`config.mk`:
```
export PLATFORM = sky130hd
export DESIGN_NAME = lcg_seeded_xor_stream_decrypt_unit
export DESIGN_NICKNAME = d
export VERILOG_FILES = /design/src/hw/rtl/lsxd_pkg.sv /design/src/hw/rtl/lsxd_ram.sv /design/src/hw/rtl/lcg_seeded_xor_stream_decrypt_unit.sv
export SDC_FILE = /design/constraint.sdc
export NUM_CORES = 2
export LEC_CHECK = 0
export BUFFER_PORTS_ARGS = -buffer_cell sky130_fd_sc_hd__buf_2
export CAP_MARGIN = 20
export CORE_ASPECT_RATIO = 1.4
export CORE_UTILIZATION = 55
export DETAILED_ROUTE_END_ITERATION = 10
export PLACE_DENSITY = 0.82
export SYNTH_ARGS = -nofsm -noshare
export SYNTH_HDL_FRONTEND = slang
export SYNTH_HIERARCHICAL = 1
export SYNTH_SLANG_ARGS = --single-unit
```
`constraint.sdc`:
```
create_clock -name clk -period 23.8 [get_ports clk]
set_input_delay 3.57 -clock clk [delete_from_list [all_inputs] [get_ports clk]]
set_output_delay 3.57 -clock clk [all_outputs]
set_load 0.01 [all_outputs]
```
`src/hw/rtl/lsxd_pkg.sv`:
```
// shared constants for the lcg seeded xor stream decrypt unit
package lsxd_pkg;

  // key table size default
  localparam int KEY_TABLE_WORDS_DEF = 256;

  // linear congruential schedule
  localparam logic [31:0] LCG_MUL = 32'h41C6_4E6D;
  localparam logic [31:0] LCG_ADD = 32'h0000_3039;

  // index stepping
  localparam logic [7:0] INDEX_WRAP = 8'hF9;
  localparam logic [7:0] LAG_START  = 8'h67;

  // first plain byte of a file
  localparam logic [7:0] MARKER = 8'h01;

  // header length in bytes
  localparam logic [2:0] SEED_BYTES = 3'd4;

  // result status codes
  localparam logic [1:0] STATUS_OK        = 2'd0;
  localparam logic [1:0] STATUS_BAD_MARK  = 2'd1;
  localparam logic [1:0] STATUS_TOO_SHORT = 2'd2;

endpackage

```
`src/hw/rtl/lsxd_ram.sv`:
```
// generic ram: one write port, two registered read ports
module lsxd_ram #(
  parameter int WIDTH = 8,
  parameter int DEPTH = 256
) (
  input  logic                     clk,
  input  logic                     we,
  input  logic [$clog2(DEPTH)-1:0] waddr,
  input  logic [WIDTH-1:0]         wdata,
  input  logic                     re,
  input  logic [$clog2(DEPTH)-1:0] raddr_a,
  input  logic [$clog2(DEPTH)-1:0] raddr_b,
  output logic [WIDTH-1:0]         rdata_a,
  output logic [WIDTH-1:0]         rdata_b
);

  logic [WIDTH-1:0] mem [DEPTH];

  // write port
  always_ff @(posedge clk) begin
    if (we) begin
      mem[waddr] <= wdata;
    end
  end

  // read ports, data held while not reading
  always_ff @(posedge clk) begin
    if (re) begin
      rdata_a <= mem[raddr_a];
      rdata_b <= mem[raddr_b];
    end
  end

endmodule

```
`src/hw/rtl/lcg_seeded_xor_stream_decrypt_unit.sv`:
```
// top level of the lcg seeded xor stream decrypt unit
//
// Input channel: one file byte per request (data_byte, first_byte,
// last_byte) on in_valid / in_stall. Output channel: one result per payload
// byte (plain_byte, end_of_file, status) on out_valid / out_stall.
// The first four bytes of a file form the seed and give no result, unless
// the file ends inside them: then one result with status too short.
// After the fourth seed byte (unless it ends the file) the key table is
// filled by the lcg engine, one multiply per cycle, two per entry but one for
// the last: in_stall stays high for the whole fill, once per file.
// Payload bytes then stream at one byte per cycle while the receiver takes
// them; a result is read from the table into the read stage when its request
// is taken, then the read-modify-write of the lead entry moves it to out_valid.
// When the receiver stalls, the held result stays put, one more byte waits
// in the read stage, and in_stall rises until the output is taken.
// Reset clears the per-file state and the pipeline; the key table holds
// no defined contents until the first seed has been taken.
module lcg_seeded_xor_stream_decrypt_unit #(
  parameter int KEY_TABLE_WORDS = lsxd_pkg::KEY_TABLE_WORDS_DEF
) (
  input  logic       clk,
  input  logic       rst,
  input  logic       in_valid,
  output logic       in_stall,
  input  logic [7:0] data_byte,
  input  logic       first_byte,
  input  logic       last_byte,
  output logic       out_valid,
  input  logic       out_stall,
  output logic [7:0] plain_byte,
  output logic       end_of_file,
  output logic [1:0] status
);
  import lsxd_pkg::*;

  localparam int IDX_W = $clog2(KEY_TABLE_WORDS);
  localparam logic [IDX_W-1:0] LAST_ENTRY = IDX_W'(KEY_TABLE_WORDS - 1);

  localparam logic ST_RUN  = 1'b0;
  localparam logic ST_FILL = 1'b1;

  // per-file state
  logic        state;
  logic [7:0]  lead_index;
  logic [7:0]  lag_index;
  logic [31:0] seed_word;
  logic [2:0]  header_count;
  logic        awaiting_marker;

  // fill engine
  logic [31:0]      lcg;
  logic             fill_phase;
  logic [IDX_W-1:0] fill_idx;

  // read stage
  logic             p1_valid;
  logic             p1_short;
  logic [7:0]       p1_data;
  logic             p1_last;
  logic             p1_mark;
  logic [IDX_W-1:0] p1_addr;

  // ram ports
  logic             ram_we;
  logic [IDX_W-1:0] ram_waddr;
  logic [7:0]       ram_wdata;
  logic [7:0]       rd_lead;
  logic [7:0]       rd_lag;

  logic        in_accept;
  logic        out_free;
  logic        p1_move;
  logic        fill_step;
  logic        fill_we;
  logic [31:0] lcg_next;
  logic [7:0]  key_new;
  logic [7:0]  plain_new;

  logic [2:0]  hc_eff;
  logic [31:0] seed_eff;
  logic [31:0] seed_new;
  logic [7:0]  lead_eff;
  logic [7:0]  lag_eff;
  logic        await_eff;
  logic        is_header;

  // handshake
  always_comb begin
    out_free  = !out_valid || !out_stall;
    p1_move   = p1_valid && out_free;
    in_stall  = (state == ST_FILL) || (p1_valid && !out_free);
    in_accept = in_valid && !in_stall;
  end

  // per-file view after an optional restart by first_byte
  always_comb begin
    hc_eff    = first_byte ? 3'd0 : header_count;
    seed_eff  = first_byte ? 32'd0 : seed_word;
    lead_eff  = first_byte ? 8'd0 : lead_index;
    lag_eff   = first_byte ? LAG_START : lag_index;
    await_eff = first_byte ? 1'b1 : awaiting_marker;
    is_header = hc_eff < SEED_BYTES;
    seed_new  = seed_eff | ({24'd0, data_byte} << {hc_eff[1:0], 3'b000});
  end

  // lcg step and table write
  always_comb begin
    lcg_next  = lcg * LCG_MUL + LCG_ADD;
    fill_step = (state == ST_FILL) && !p1_valid;
    fill_we   = fill_step && !fill_phase;
    key_new   = rd_lead ^ rd_lag;
    plain_new = p1_data ^ key_new;
    ram_we    = fill_we || (p1_move && !p1_short);
    ram_waddr = fill_we ? fill_idx : p1_addr;
    ram_wdata = fill_we ? lcg_next[23:16] : key_new;
  end

  lsxd_ram #(
    .WIDTH (8),
    .DEPTH (KEY_TABLE_WORDS)
  ) u_key_table (
    .clk     (clk),
    .we      (ram_we),
    .waddr   (ram_waddr),
    .wdata   (ram_wdata),
    .re      (in_accept),
    .raddr_a (lead_eff[IDX_W-1:0]),
    .raddr_b (lag_eff[IDX_W-1:0]),
    .rdata_a (rd_lead),
    .rdata_b (rd_lag)
  );

  // per-file control and fill sequencing
  always_ff @(posedge clk) begin
    if (rst) begin
      state           <= ST_RUN;
      lead_index      <= 8'd0;
      lag_index       <= LAG_START;
      seed_word       <= 32'd0;
      header_count    <= 3'd0;
      awaiting_marker <= 1'b1;
      fill_phase      <= 1'b0;
      fill_idx        <= '0;
    end else begin
      unique case (state)
        ST_RUN: begin
          if (in_accept) begin
            if (last_byte) begin
              lead_index      <= 8'd0;
              lag_index       <= LAG_START;
              seed_word       <= 32'd0;
              header_count    <= 3'd0;
              awaiting_marker <= 1'b1;
            end else if (is_header) begin
              lead_index      <= lead_eff;
              lag_index       <= lag_eff;
              seed_word       <= seed_new;
              header_count    <= hc_eff + 3'd1;
              awaiting_marker <= await_eff;
              if (hc_eff == SEED_BYTES - 3'd1) begin
                state      <= ST_FILL;
                fill_phase <= 1'b0;
                fill_idx   <= '0;
              end
            end else begin
              lead_index      <= (lead_eff == INDEX_WRAP - 8'd1) ? 8'd0 : lead_eff + 8'd1;
              lag_index       <= (lag_eff == INDEX_WRAP - 8'd1) ? 8'd0 : lag_eff + 8'd1;
              seed_word       <= seed_eff;
              header_count    <= hc_eff;
              awaiting_marker <= 1'b0;
            end
          end
        end
        ST_FILL: begin
          if (fill_step) begin
            fill_phase <= !fill_phase;
            if (!fill_phase) begin
              if (fill_idx == LAST_ENTRY) begin
                state <= ST_RUN;
              end
            end else begin
              fill_idx <= fill_idx + 1'b1;
            end
          end
        end
        default: state <= ST_RUN;
      endcase
    end
  end

  // lcg register: loaded with the seed, stepped once per fill cycle
  always_ff @(posedge clk) begin
    if (state == ST_RUN) begin
      lcg <= seed_new;
    end else if (fill_step) begin
      lcg <= lcg_next;
    end
  end

  // read stage
  always_ff @(posedge clk) begin
    if (rst) begin
      p1_valid <= 1'b0;
    end else if (in_accept) begin
      p1_valid <= !is_header || last_byte;
    end else if (p1_move) begin
      p1_valid <= 1'b0;
    end
  end

  always_ff @(posedge clk) begin
    if (in_accept) begin
      p1_short <= is_header;
      p1_data  <= data_byte;
      p1_last  <= last_byte;
      p1_mark  <= await_eff;
      p1_addr  <= lead_eff[IDX_W-1:0];
    end
  end

  // output register
  always_ff @(posedge clk) begin
    if (rst) begin
      out_valid <= 1'b0;
    end else if (p1_move) begin
      out_valid <= 1'b1;
    end else if (!out_stall) begin
      out_valid <= 1'b0;
    end
  end

  always_ff @(posedge clk) begin
    if (p1_move) begin
      if (p1_short) begin
        plain_byte  <= 8'd0;
        end_of_file <= 1'b1;
        status      <= STATUS_TOO_SHORT;
      end else begin
        plain_byte  <= plain_new;
        end_of_file <= p1_last;
        status      <= (p1_mark && plain_new != MARKER) ? STATUS_BAD_MARK : STATUS_OK;
      end
    end
  end

endmodule

```
==> results.json <==
{
  "status": "finished, final reports clean",
  "cts_setup_buffers": 0,
  "dieArea_um2": 198000,
  "grt_pass1_wl_um": 477000,
  "pre_cts_slack_ns": 13.45,
  "min_path_type": "reg -> reg",
  "track_usage": 0.340,
  "grt_max_degree": 257,
  "syn_inst": 6000,
  "grt_pass1_vias": 66742,
  "root_buffer": "clkbuf_16",
  "syn_avg_cell_area_um2": 18.0,
  "cts_resized": 0,
  "clk_latency_ns": 0.89,
  "drive_above_1_share": 0.270,
  "cts_inserted_buffers": 191,
  "fillers": 13225,
  "antenna_found_initial": 22,
  "maxCapViolCount": 0,
  "syn-cell-area_um2": 108000,
  "yosys_warnings": 6,
  "hold_buffers": 0,
  "start_kind": "input pin",
  "synth_area_leaders": "edfxtp_1 (59%), mux4_2 (22%), mux2i_1 (2.2%), fa_1 (1.9%), ha_1 (1.7%)",
  "worstMarginPinSlew_ns": 1.40,
  "drtIter0Drc": 11561,
  "path_buf_inv": 6,
  "power.density_nw_per_um2": 74.6,
  "worstPathArrival_ns": 10.16,
  "synth_edf_count": 2118,
  "synth.most_common_cell": "edfxtp_1",
  "port_buffers": 26,
  "synth_ff_type": "edfxtp_1",
  "routed_via_density": 7.51,
  "reg2reg_slack_ns": 14.77,
  "rsz0062_at_grt": "false",
  "yosysSeqAreaShare": 0.600,
  "drc": 0,
  "syn2layout_area_growth_pct": 8.17,
  "finalSetupViolCount": 0,
  "vias": 65669,
  "die_w_um": 376,
  "cpLargestDelayFamily": "buffers and inverters",
  "ys_ff_latch": 2174,
  "avgRoutedWirePerCell_um": 38.2,
  "clock-sinks": 2174,
  "crit_required_ns": 24.46,
  "peakVddDrop_mv": 0.0975,
  "fin_crit_sh": 0.399,
  "grt_overflow_total": 0,
  "clk_pin_slew_ns": 0.07,
  "slew_viol_final": 0,
  "ant_nets": 0,
  "hold_viol_final": 0,
  "wirelength_um": 334000,
  "synth_cell_types": 88,
  "io_pins": 27,
  "synth_nets": 6259,
  "hpwl_um": 210000,
  "htreeDepth": 4,
  "gp_congestion": 1.03,
  "cp_cell_sequence": "buf_2, or2_4, buf_12, buf_4, buf_4, buf_4, mux4_2, mux2i_1, a2111oi_0, buf_4, a21oi_1, o211a_1, nor4_1",
  "coreArea_um2": 194000,
  "synthArstFlopShare": 0,
  "clockBufferDepth": 4,
  "tns_ns": 0,
  "chipHeight_um": 526,
  "slew_headroom": 0.0675,
  "path_class": "in -> reg",
  "p_leak_nw": 37.6,
  "critPathMaxStageDelay_ns": 0.90,
  "critical_path.slowest_cell": "buf_4",
  "cts_tree": "yes",
  "yosys.area.top_type": "edfxtp_1",
  "clock.fmax_mhz": 105,
  "start_util": 0.556,
  "synth_top_area_share": 0.590,
  "cp_common_cell": "buf_4",
  "finalClockSkew_ns": 0.0772,
  "setup_slack_ns": 14.30,
  "yosys-top-cells-count": "edfxtp_1 (2118), mux4_2 (1051), nor2_1 (384), inv_1 (267), mux2i_1 (237)",
  "rows": 191,
  "first_pass_iters": 11,
  "finalNetCount": 6240,
  "period_minus_slack_ns": 9.50,
  "cp-end-kind": "register",
  "crit_fanout": 93
}
[through the flow]
step	power (mW)	area, µm²	cells	util	hold slack [ns]
after floorplan	5.24	108000	6000	-	0.438
after global placement	5.57	110000	8332	0.566	0.450
after detailed placement	5.60	110000	8363	0.567	0.465
after CTS	8.69	116000	8700	0.599	0.481
after global routing	8.98	117000	8731	0.601	0.510
final	8.70	117000	8741	0.601	0.487
[kinds of logic after synthesis]
| kind of cell | synth area share |
|---|---|
| multiplexers | 0.246 |
| AND/OR/NAND/NOR | 0.0352 |
| XOR/XNOR | 0.00528 |
| buffers and inverters | 0.0352 |
| AO/OA/AOI/OAI | 0.0430 |
| flip-flops | 0.600 |
| adder cells (fa/ha/maj) | 0.0355 |
[cell type report]
type | instances | area [µm²] | area share
Sequential cell | 2174 | 64700 | 0.555
Clock inverter | 107 | 1130 | 0.00973
Inverter | 275 | 1050 | 0.00901
Clock buffer | 230 | 5010 | 0.0430
Tap cell | 2605 | 3260 | 0.0280
Antenna cell | 11 | 27.5 | 0.000236
Timing Repair Buffer | 216 | 1880 | 0.0161
Multi-Input combinational cell | 3123 | 39500 | 0.339
[registers in the layout (all words and copies together), names as in the netlist, 8 cells and up]
name	flops
u_key_table/mem	2048
lcg	24
seed_word	24
fill_idx	8
lag_index	8
lead_index	8
p1_addr	8
p1_data	8
plain_byte	8
u_key_table/rdata_a	8
u_key_table/rdata_b	8
[worst register-to-register path, cell delays in order (launching register included)]
cell      delay [ns]
edfxtp_1        0.67
inv_1           0.10
ha_1            0.43
inv_1           0.27
ha_1            0.20
inv_1           0.06
fa_1            0.48
inv_1           0.06
fa_1            0.48
ha_1            0.30
ha_1            0.31
fa_1            0.53
inv_1           0.05
fa_1            0.54
inv_1           0.08
ha_1            0.38
a21o_1          0.19
a21oi_1         0.31
o211ai_1        0.16
a21oi_1         0.19
xnor2_1         0.20
a21oi_4         0.16
buf_4           0.56
buf_4           0.86
buf_4           1.02
[per-layer routing]
metal	global-route usage	part of all wire
met5	0.0125	0.0015
met4	0.280	0.11
met3	0.116	0.14
met2	0.529	0.47
met1	0.376	0.28
[path summary, 6_finish.rpt]
check / from / endpoint / depth (start not counted)
max: first_byte / u_key_table/rdata_b[6] / 13
min: seed_word[13] / seed_word[13] / 2
max reg2reg: lcg[0] / u_key_table/mem[244][0] / 24
min reg2reg: seed_word[13] / seed_word[13] / 2
[layout by cell type (no fill, tap or decap), types with 56 or more instances in the layout]
cell | synthesis | routed
inv_1 | 267 | 266
o221ai_1 | 65 | 65
nand3_1 | 72 | 72
nor2_1 | 384 | 383
buf_4 | 43 | 141
a22oi_1 | 85 | 85
dfxtp_1 | 56 | 56
edfxtp_1 | 2118 | 2118
ha_1 | 144 | 144
a21oi_1 | 140 | 134
nand2_1 | 176 | 176
fa_1 | 101 | 101
mux2i_1 | 237 | 237
mux4_2 | 1051 | 1051
o21ai_0 | 58 | 57
clkbuf_16 | 0 | 195
[report_power, final]
part           total [mW]  internal, mW  switching, mW
clock network        3.16          1.75           1.41
logic                1.33         0.469          0.865
registers            4.21          4.20        0.00727
(Power assumes the default switching activity.)
